<file path="src/sv/fas_pkg.sv">
// Package for the flight arming safety supervisor.
// Holds the mode encoding, fault mask bit positions, register indexes and reset values.
// No dependencies.
package fas_pkg;

   // Mode machine state, one-hot.
   typedef enum logic [3:0] {
      MODE_DISARMED = 4'b0001,
      MODE_ARMING   = 4'b0010,
      MODE_ARMED    = 4'b0100,
      MODE_FAILSAFE = 4'b1000
   } mode_type;

   // Two-bit mode codes as reported on the result channel.
   localparam logic [1:0] CODE_DISARMED = 2'd0;
   localparam logic [1:0] CODE_ARMING   = 2'd1;
   localparam logic [1:0] CODE_ARMED    = 2'd2;
   localparam logic [1:0] CODE_FAILSAFE = 2'd3;

   // Configuration register indexes.
   localparam logic [1:0] REG_THROTTLE_LIMIT = 2'd0;
   localparam logic [1:0] REG_IMU_MAX_AGE    = 2'd1;
   localparam logic [1:0] REG_RECOVERY_HOLD  = 2'd2;

   // Register reset values.
   localparam logic [15:0] THROTTLE_LIMIT_RESET = 16'd1100;
   localparam logic [31:0] IMU_MAX_AGE_RESET    = 32'd10000;
   localparam logic [31:0] RECOVERY_HOLD_RESET  = 32'd1000000;

   // Fault mask bit positions.
   localparam int FAULT_RC_INVALID    = 0;
   localparam int FAULT_RC_FAILSAFE   = 1;
   localparam int FAULT_RC_UNHEALTHY  = 2;
   localparam int FAULT_THROTTLE_HIGH = 3;
   localparam int FAULT_IMU_INVALID   = 4;
   localparam int FAULT_UNCALIBRATED  = 5;
   localparam int FAULT_STALE         = 6;
   localparam int FAULT_ARM_OFF       = 7;

   // Maps the one-hot state onto the reported two-bit code.
   function automatic logic [1:0] mode_code(mode_type m);
      logic [1:0] code;
      unique case (m)
         MODE_DISARMED: code = CODE_DISARMED;
         MODE_ARMING:   code = CODE_ARMING;
         MODE_ARMED:    code = CODE_ARMED;
         MODE_FAILSAFE: code = CODE_FAILSAFE;
         default:       code = CODE_DISARMED;
      endcase
      return code;
   endfunction

endpackage

</file>
<file path="src/sv/flight_arming_safety_fsm.sv">
// Top level of the flight arming safety supervisor: health checks, mode machine,
// failsafe recovery timer and result register. Depends on fas_pkg.
//
//   channel  | ports                          | handshake
//   ---------+--------------------------------+------------------------------
//   request  | req_valid, req_stall, req_*    | taken when valid and not stall
//   response | rsp_valid, rsp_stall, rsp_*    | taken when valid and not stall
//   config   | csr_valid, csr_ready, csr_*    | written when valid and ready
//
// One item per cycle unless the result stalls; items pass stage one, then the result register.
// Stage one registers the health checks (one 64-bit age compare sets its depth),
// stage two runs the mode machine and the recovery compare into the result register.
// Reset is synchronous and returns the mode to disarmed with the timer idle.
// A stalled result holds the pipe; req_stall rises only while both stages are full.
module flight_arming_safety_fsm
   import fas_pkg::*;
(
   input  logic        clock,
   input  logic        reset,
   // Request channel
   input  logic        req_valid,
   output logic        req_stall,
   input  logic [63:0] req_now_us,
   input  logic        req_rc_valid,
   input  logic        req_rc_failsafe,
   input  logic        req_rc_healthy,
   input  logic [15:0] req_throttle,
   input  logic        req_arm_switch,
   input  logic        req_imu_valid,
   input  logic        req_imu_calibrated,
   input  logic [63:0] req_imu_time_us,
   // Response channel
   output logic        rsp_valid,
   input  logic        rsp_stall,
   output logic [1:0]  rsp_mode,
   output logic [1:0]  rsp_prior_mode,
   output logic [7:0]  rsp_fault_mask,
   output logic        rsp_ready_to_arm,
   output logic        rsp_is_armed,
   output logic [31:0] rsp_change_count,
   // Configuration channel
   input  logic        csr_valid,
   output logic        csr_ready,
   input  logic [1:0]  csr_index,
   input  logic [31:0] csr_data
);

   // Configuration registers
   logic [15:0] throttle_limit_ff;
   logic [31:0] imu_max_age_ff;
   logic [31:0] recovery_hold_ff;

   // Stage one
   logic        s1_valid_ff, s1_valid_in;
   logic [63:0] s1_now_ff;
   logic        s1_arm_ff;
   logic        s1_cond_ok_ff;
   logic [7:0]  s1_mask_ff;

   // Supervisor state
   mode_type    mode_ff, mode_in;
   logic [63:0] recovery_start_ff, recovery_start_in;
   logic [31:0] change_count_ff, change_count_in;

   // Result register
   logic        rsp_valid_ff, rsp_valid_in;
   logic [1:0]  rsp_mode_ff;
   logic [1:0]  rsp_prior_mode_ff;
   logic [7:0]  rsp_fault_mask_ff;
   logic        rsp_ready_to_arm_ff;
   logic        rsp_is_armed_ff;

   logic        s1_advance;
   logic        req_accept;

   logic        thr_low;
   logic [64:0] imu_age;
   logic        fresh;
   logic        cond_ok;
   logic [7:0]  mask;

   logic [64:0] held_time;
   logic        recovery_done;

   // Handshake: stage one moves on whenever the result register is free or drains.
   assign s1_advance = s1_valid_ff && (!rsp_valid_ff || !rsp_stall);
   assign req_stall  = s1_valid_ff && !s1_advance;
   assign req_accept = req_valid && !req_stall;
   assign csr_ready  = 1'b1;

   // Configuration writes; an index past the list is ignored.
   always_ff @(posedge clock) begin
      if (reset) begin
         throttle_limit_ff <= THROTTLE_LIMIT_RESET;
         imu_max_age_ff    <= IMU_MAX_AGE_RESET;
         recovery_hold_ff  <= RECOVERY_HOLD_RESET;
      end else if (csr_valid && csr_ready) begin
         unique case (csr_index)
            REG_THROTTLE_LIMIT: throttle_limit_ff <= csr_data[15:0];
            REG_IMU_MAX_AGE:    imu_max_age_ff    <= csr_data;
            REG_RECOVERY_HOLD:  recovery_hold_ff  <= csr_data;
            default: ;
         endcase
      end
   end

   // Health checks on the incoming item. The IMU data is stale if its stamp is ahead of now.
   always_comb begin
      thr_low = req_throttle <= throttle_limit_ff;
      imu_age = {1'b0, req_now_us} - {1'b0, req_imu_time_us};
      fresh   = req_imu_valid && !imu_age[64] && (imu_age[63:0] <= {32'd0, imu_max_age_ff});
      cond_ok = req_rc_valid && !req_rc_failsafe && req_rc_healthy && thr_low &&
                req_imu_valid && req_imu_calibrated && fresh;
      mask                      = '0;
      mask[FAULT_RC_INVALID]    = !req_rc_valid;
      mask[FAULT_RC_FAILSAFE]   = req_rc_failsafe;
      mask[FAULT_RC_UNHEALTHY]  = !req_rc_healthy;
      mask[FAULT_THROTTLE_HIGH] = !thr_low;
      mask[FAULT_IMU_INVALID]   = !req_imu_valid;
      mask[FAULT_UNCALIBRATED]  = !req_imu_calibrated;
      mask[FAULT_STALE]         = !fresh;
      mask[FAULT_ARM_OFF]       = !req_arm_switch;
   end

   // Stage one valid bit.
   always_comb begin
      s1_valid_in = s1_valid_ff;
      if (req_accept) begin
         s1_valid_in = 1'b1;
      end else if (s1_advance) begin
         s1_valid_in = 1'b0;
      end
   end

   always_ff @(posedge clock) begin
      if (reset) begin
         s1_valid_ff <= 1'b0;
      end else begin
         s1_valid_ff <= s1_valid_in;
      end
   end

   // Stage one payload.
   always_ff @(posedge clock) begin
      if (req_accept) begin
         s1_now_ff     <= req_now_us;
         s1_arm_ff     <= req_arm_switch;
         s1_cond_ok_ff <= cond_ok;
         s1_mask_ff    <= mask;
      end
   end

   // Recovery timer compare; the borrow bit flags time running backwards.
   assign held_time     = {1'b0, s1_now_ff} - {1'b0, recovery_start_ff};
   assign recovery_done = s1_cond_ok_ff && !s1_arm_ff && (recovery_start_ff != 64'd0) &&
                          !held_time[64] &&
                          (held_time[63:0] >= {32'd0, recovery_hold_ff});

   // Mode machine and recovery timer update.
   always_comb begin
      mode_in           = mode_ff;
      recovery_start_in = recovery_start_ff;
      unique case (mode_ff)
         MODE_DISARMED: begin
            if (s1_cond_ok_ff && s1_arm_ff) begin
               mode_in = MODE_ARMING;
            end
         end
         MODE_ARMING: begin
            if (!s1_cond_ok_ff) begin
               mode_in = MODE_FAILSAFE;
            end else if (!s1_arm_ff) begin
               mode_in = MODE_DISARMED;
            end else begin
               mode_in = MODE_ARMED;
            end
         end
         MODE_ARMED: begin
            if (!s1_cond_ok_ff) begin
               mode_in = MODE_FAILSAFE;
            end else if (!s1_arm_ff) begin
               mode_in = MODE_DISARMED;
            end
         end
         MODE_FAILSAFE: begin
            if (!s1_cond_ok_ff || s1_arm_ff) begin
               recovery_start_in = '0;
            end else if (recovery_done) begin
               mode_in = MODE_DISARMED;
            end else begin
               // Idle timer or a clock that went backwards: restart at now.
               if (recovery_start_ff == 64'd0 || held_time[64]) begin
                  recovery_start_in = s1_now_ff;
               end
            end
         end
         default: begin
            mode_in = MODE_DISARMED;
         end
      endcase
      if (mode_in != MODE_FAILSAFE) begin
         recovery_start_in = '0;
      end
      change_count_in = change_count_ff;
      if (mode_in != mode_ff) begin
         change_count_in = change_count_ff + 32'd1;
      end
   end

   always_ff @(posedge clock) begin
      if (reset) begin
         mode_ff           <= MODE_DISARMED;
         recovery_start_ff <= '0;
         change_count_ff   <= '0;
      end else if (s1_advance) begin
         mode_ff           <= mode_in;
         recovery_start_ff <= recovery_start_in;
         change_count_ff   <= change_count_in;
      end
   end

   // Result register valid bit.
   always_comb begin
      rsp_valid_in = rsp_valid_ff;
      if (s1_advance) begin
         rsp_valid_in = 1'b1;
      end else if (!rsp_stall) begin
         rsp_valid_in = 1'b0;
      end
   end

   always_ff @(posedge clock) begin
      if (reset) begin
         rsp_valid_ff <= 1'b0;
      end else begin
         rsp_valid_ff <= rsp_valid_in;
      end
   end

   // Result payload.
   always_ff @(posedge clock) begin
      if (s1_advance) begin
         rsp_mode_ff         <= mode_code(mode_in);
         rsp_prior_mode_ff   <= mode_code(mode_ff);
         rsp_fault_mask_ff   <= s1_mask_ff;
         rsp_ready_to_arm_ff <= s1_cond_ok_ff && s1_arm_ff;
         rsp_is_armed_ff     <= mode_in == MODE_ARMED;
      end
   end

   assign rsp_valid        = rsp_valid_ff;
   assign rsp_mode         = rsp_mode_ff;
   assign rsp_prior_mode   = rsp_prior_mode_ff;
   assign rsp_fault_mask   = rsp_fault_mask_ff;
   assign rsp_ready_to_arm = rsp_ready_to_arm_ff;
   assign rsp_is_armed     = rsp_is_armed_ff;
   assign rsp_change_count = change_count_ff;

endmodule
</file>
<file path="config.mk">
export PLATFORM = sky130hd
export DESIGN_NAME = flight_arming_safety_fsm
export DESIGN_NICKNAME = d
export VERILOG_FILES = /design/src/sv/fas_pkg.sv /design/src/sv/flight_arming_safety_fsm.sv
export SDC_FILE = /design/constraint.sdc
export NUM_CORES = 1
export LEC_CHECK = 0
export BUFFER_PORTS_ARGS = -buffer_cell sky130_fd_sc_hd__clkbuf_2
export CORE_UTILIZATION = 55
export DETAILED_ROUTE_END_ITERATION = 10
export PLACE_DENSITY = 0.86
export SLEW_MARGIN = 20
export SYNTH_ARGS = -nofsm -noshare
export SYNTH_HDL_FRONTEND = slang
export SYNTH_SLANG_ARGS = --single-unit
</file>
<file path="constraint.sdc">
create_clock -name clock -period 5.19 [get_ports clock]
set_input_delay 1.038 -clock clock [delete_from_list [all_inputs] [get_ports clock]]
set_output_delay 1.038 -clock clock [all_outputs]
set_load 0.02 [all_outputs]
</file>
==> flow_summary.ini <==
[status]
status = finished with violations
violations = negative setup slack

[min_path]
hold_class = reg2reg

[global_routing]
antenna_found_initial = 2
grt_max_degree = 65
grt_pass1_vias = 21300
grt_usage_pct = 36.6
grt_remaining_overflow = 0
grt_pass1_wl_um = 113000

[pwr]
p_leak_nw = 11.3
ir_worst_vdd_mv = 0.226
powerDensity_mw_per_mm2 = 236
total_power_mw = 6.27

[clocking]
ctsLongestPathBuffers = 3
clockRootBuffer = clkbuf_16
cts_inserted_buffers = 26
clock_latency_ns = 0.58
tritoncts = built
cts_max_level = 1
holdBufCountCts = 0
path_clk_slew_ns = 0.07
cts_sinks = 270

[floorplanning]
core.rowCount = 71
fp.dieH_um = 198
die_w_um = 198
ios = 238
initial_utilization_pct = 55.9
coreArea_mm2 = 0.0377
design.die.area_mm2 = 0.0391

[route]
drtPass1Iterations = 9
postRouteAntennaNets = 0
vias = 22400
wirelength_um = 74500
drtIter0Drc = 2202
drc = 0
viasPerCell = 6.19
routedWlPerCell_um = 20.6

[final_layout]
fin_cells = 3617
nNetsFinal = 3486
drive_gt1_share_pct = 24.5
layout_common_cells = nand2_1 (313), buf_4 (305), inv_1 (255)
layout_commonest_cell = nand2_1
area_growth_pct = 26.1
antennaDiodeCount = 0

[timing]
skew_ns = 0.0253
fin_crit_sh_pct = 106
timing.fmax_mhz = 182
finalSetupViolations = 97
hold_viol = 0
grt_setup_unrepaired = true
period_needed_ns = 5.49
slew_headroom_pct = 21.6
fin_hold_ws_ns = 0.421
worst_slack_ns = -0.300
worst_slew_pin_slew_ns = 1.17
maxSlewViolCount = 0

[critical_path]
crit_family = compound AO/OA/AOI/OAI gates
cp_data_arrival_time_ns = 5.99
critPathBufInv = 3
critical_path_class = reg2reg
crit_cells = 25
rrSetupSlack_ns = -0.30
cp-end-kind = register
crit_top_cell = a21oi_2
rr_worst_depth = 25
path_max_fanout = 7
setup.worst_path.end = rsp_change_count[18]
crit_required_ns = 5.69
r2r_start = s1_now_ff[2]
critPathLaunch = s1_now_ff[2]
worst_r2r_endpoint = rsp_change_count[18]
max_stage_delay_ns = 0.44
critPathSlowestCell = edfxtp_1
critPathLaunchType = register

[yosys]
synth_fp_nets = 3014
syn_inst = 2614
ys_types = 103
synth-edff-count = 88
synth_top_flop_cell = dfxtp_1
async_reset_ff_share_pct = 0
ys_warn_count = 0
synth-seq-cells = 270
synth_seq_area_share_pct = 29.9
syn_area_per_cell_um2 = 8.05
netlist_area_mm2 = 0.0211

[placed_design]
dp_cells = 3547
place_congestion = 0.997
dpl.hpwl_um = 57000
portBuffers = 236

[flow_run]
cap_violations = 0
==> cell usage after synthesis, types with 15 or more instances <==
cell type | instances | area, um2
nor2_1 | 153 | 574
and3_1 | 28 | 175
o21ai_0 | 109 | 546
a22o_1 | 65 | 569
buf_2 | 18 | 90.1
nand2b_1 | 23 | 144
edfxtp_1 | 88 | 2640
xor2_1 | 35 | 307
a211oi_1 | 22 | 165
inv_1 | 257 | 965
clkbuf_1 | 74 | 278
nand3_1 | 40 | 200
ha_1 | 209 | 2620
o211ai_1 | 33 | 248
a31oi_1 | 22 | 138
o21a_1 | 22 | 165
o21ai_1 | 24 | 120
a21o_1 | 83 | 623
nand4_1 | 78 | 488
buf_4 | 15 | 113
nor4_1 | 34 | 213
a21oi_1 | 265 | 1330
dfxtp_1 | 182 | 3640
nand2_1 | 315 | 1180
nor3_1 | 44 | 220
o31ai_1 | 17 | 128
xnor2_1 | 60 | 526
nor2b_1 | 18 | 113
o21bai_1 | 19 | 143
==> state kept, by name (all words and copies together) (netlist names) <==
name               count
recovery_start_ff     64
rsp_valid              1
s1_arm_ff              1
rsp_prior_mode         2
s1_cond_ok_ff          1
recovery_hold_ff      32
rsp_change_count      32
s1_mask_ff             8
s1_valid_ff            1
rsp_ready_to_arm       1
rsp_fault_mask         8
throttle_limit_ff     16
rsp_mode               2
rsp_is_armed           1
mode_ff                4
imu_max_age_ff        32
s1_now_ff             64
==> kinds of logic (layout without fill, tap and decap cells) <==
group	count (synthesis)	count (layout)	share of synthesized area (%)
compound gates	810	810	25.7
xor+xnor	95	95	3.95
fa+ha+maj	211	211	12.6
buf+inv	373	865	7.26
flops	270	270	29.9
mux	21	21	1.06
other cells	1	1	0.0178
simple gates	833	833	19.5
==> worst register-to-register path, cell delays in order (launching register included) <==
cell       delay, ns
edfxtp_1        0.44
ha_1            0.37
buf_4           0.14
nand3b_1        0.17
a21oi_2         0.26
o21ai_2         0.14
a21oi_2         0.24
nor2_1          0.11
o21ai_0         0.26
xor2_1          0.24
ha_1            0.29
nand4_1         0.16
nor2_4          0.07
a2111oi_4       0.30
o311ai_2        0.16
a2111oi_2       0.23
o211ai_1        0.16
nor4_2          0.15
and4b_1         0.27
nand4_4         0.14
o211a_4         0.32
o21ai_4         0.17
buf_6           0.15
buf_6           0.14
o31ai_1         0.13
a21oi_2         0.19
==> area by class of cell <==
cell class | count | area, um2
multi-input cells | 1971 | 13800
fillers | 2944 | 11100
flip-flops and latches | 270 | 6290
repair buffers | 560 | 3830
inverters | 257 | 977
clock buffers | 29 | 692
well taps | 511 | 639
clock inverters | 19 | 278
==> per-stage QoR <==
step                      instance area [um2]  utilization (%)  setup slack, ns  TNS [ns]
final                                   26500             70.5           -0.300    -13.97
after global routing                    26500             70.5           -0.555    -40.58
after CTS                               26100             69.3           -0.477    -37.96
after detailed placement                24700             65.7            -1.06    -54.26
after global placement                  24700             65.7           -0.789    -36.07
after floorplan                         21200                -           -0.121    -0.121
==> power breakdown <==
group | switching, mW | internal [mW] | leakage [nW] | total [mW]
sequential | 0.0452 | 2.25 | 2.33 | 2.30
clock | 0.896 | 1.23 | 0.460 | 2.13
combinational | 1.04 | 0.798 | 8.55 | 1.84
total | 1.99 | 4.28 | 11.3 | 6.27
==> worst min-delay path by stage <==
stage	start	to	slack [ns]	depth (start not counted)
4_1_cts	s1_mask_ff[4]	rsp_fault_mask[4]	0.42	0
5_1_grt	s1_mask_ff[3]	rsp_fault_mask[3]	0.44	0
2_1_floorplan	s1_mask_ff[0]	rsp_fault_mask[0]	0.40	0
6_report	s1_mask_ff[4]	rsp_fault_mask[4]	0.42	0
3_5_place_dp	s1_mask_ff[2]	rsp_fault_mask[2]	0.40	0
3_3_place_gp	s1_mask_ff[5]	rsp_fault_mask[5]	0.40	0
==> per-layer routing <==
metal  vias to the layer above  GRT usage [%]  share of wire [%]
li1                      10400              -                  -
met1                     10500           48.6                 41
met2                      1244           59.3                 45
met3                       247           5.65                9.4
met4                         2           14.5                4.3
met5                         -              0              0.017
==> repair_timing <==
item	in CTS	in global routing
setup endpoints to repair	102	102
setup buffers	6	9
resized for setup	55	63
gates cloned	5	4
pin swaps	45	129
No activity file was read; power rests on OpenSTA's default activity.
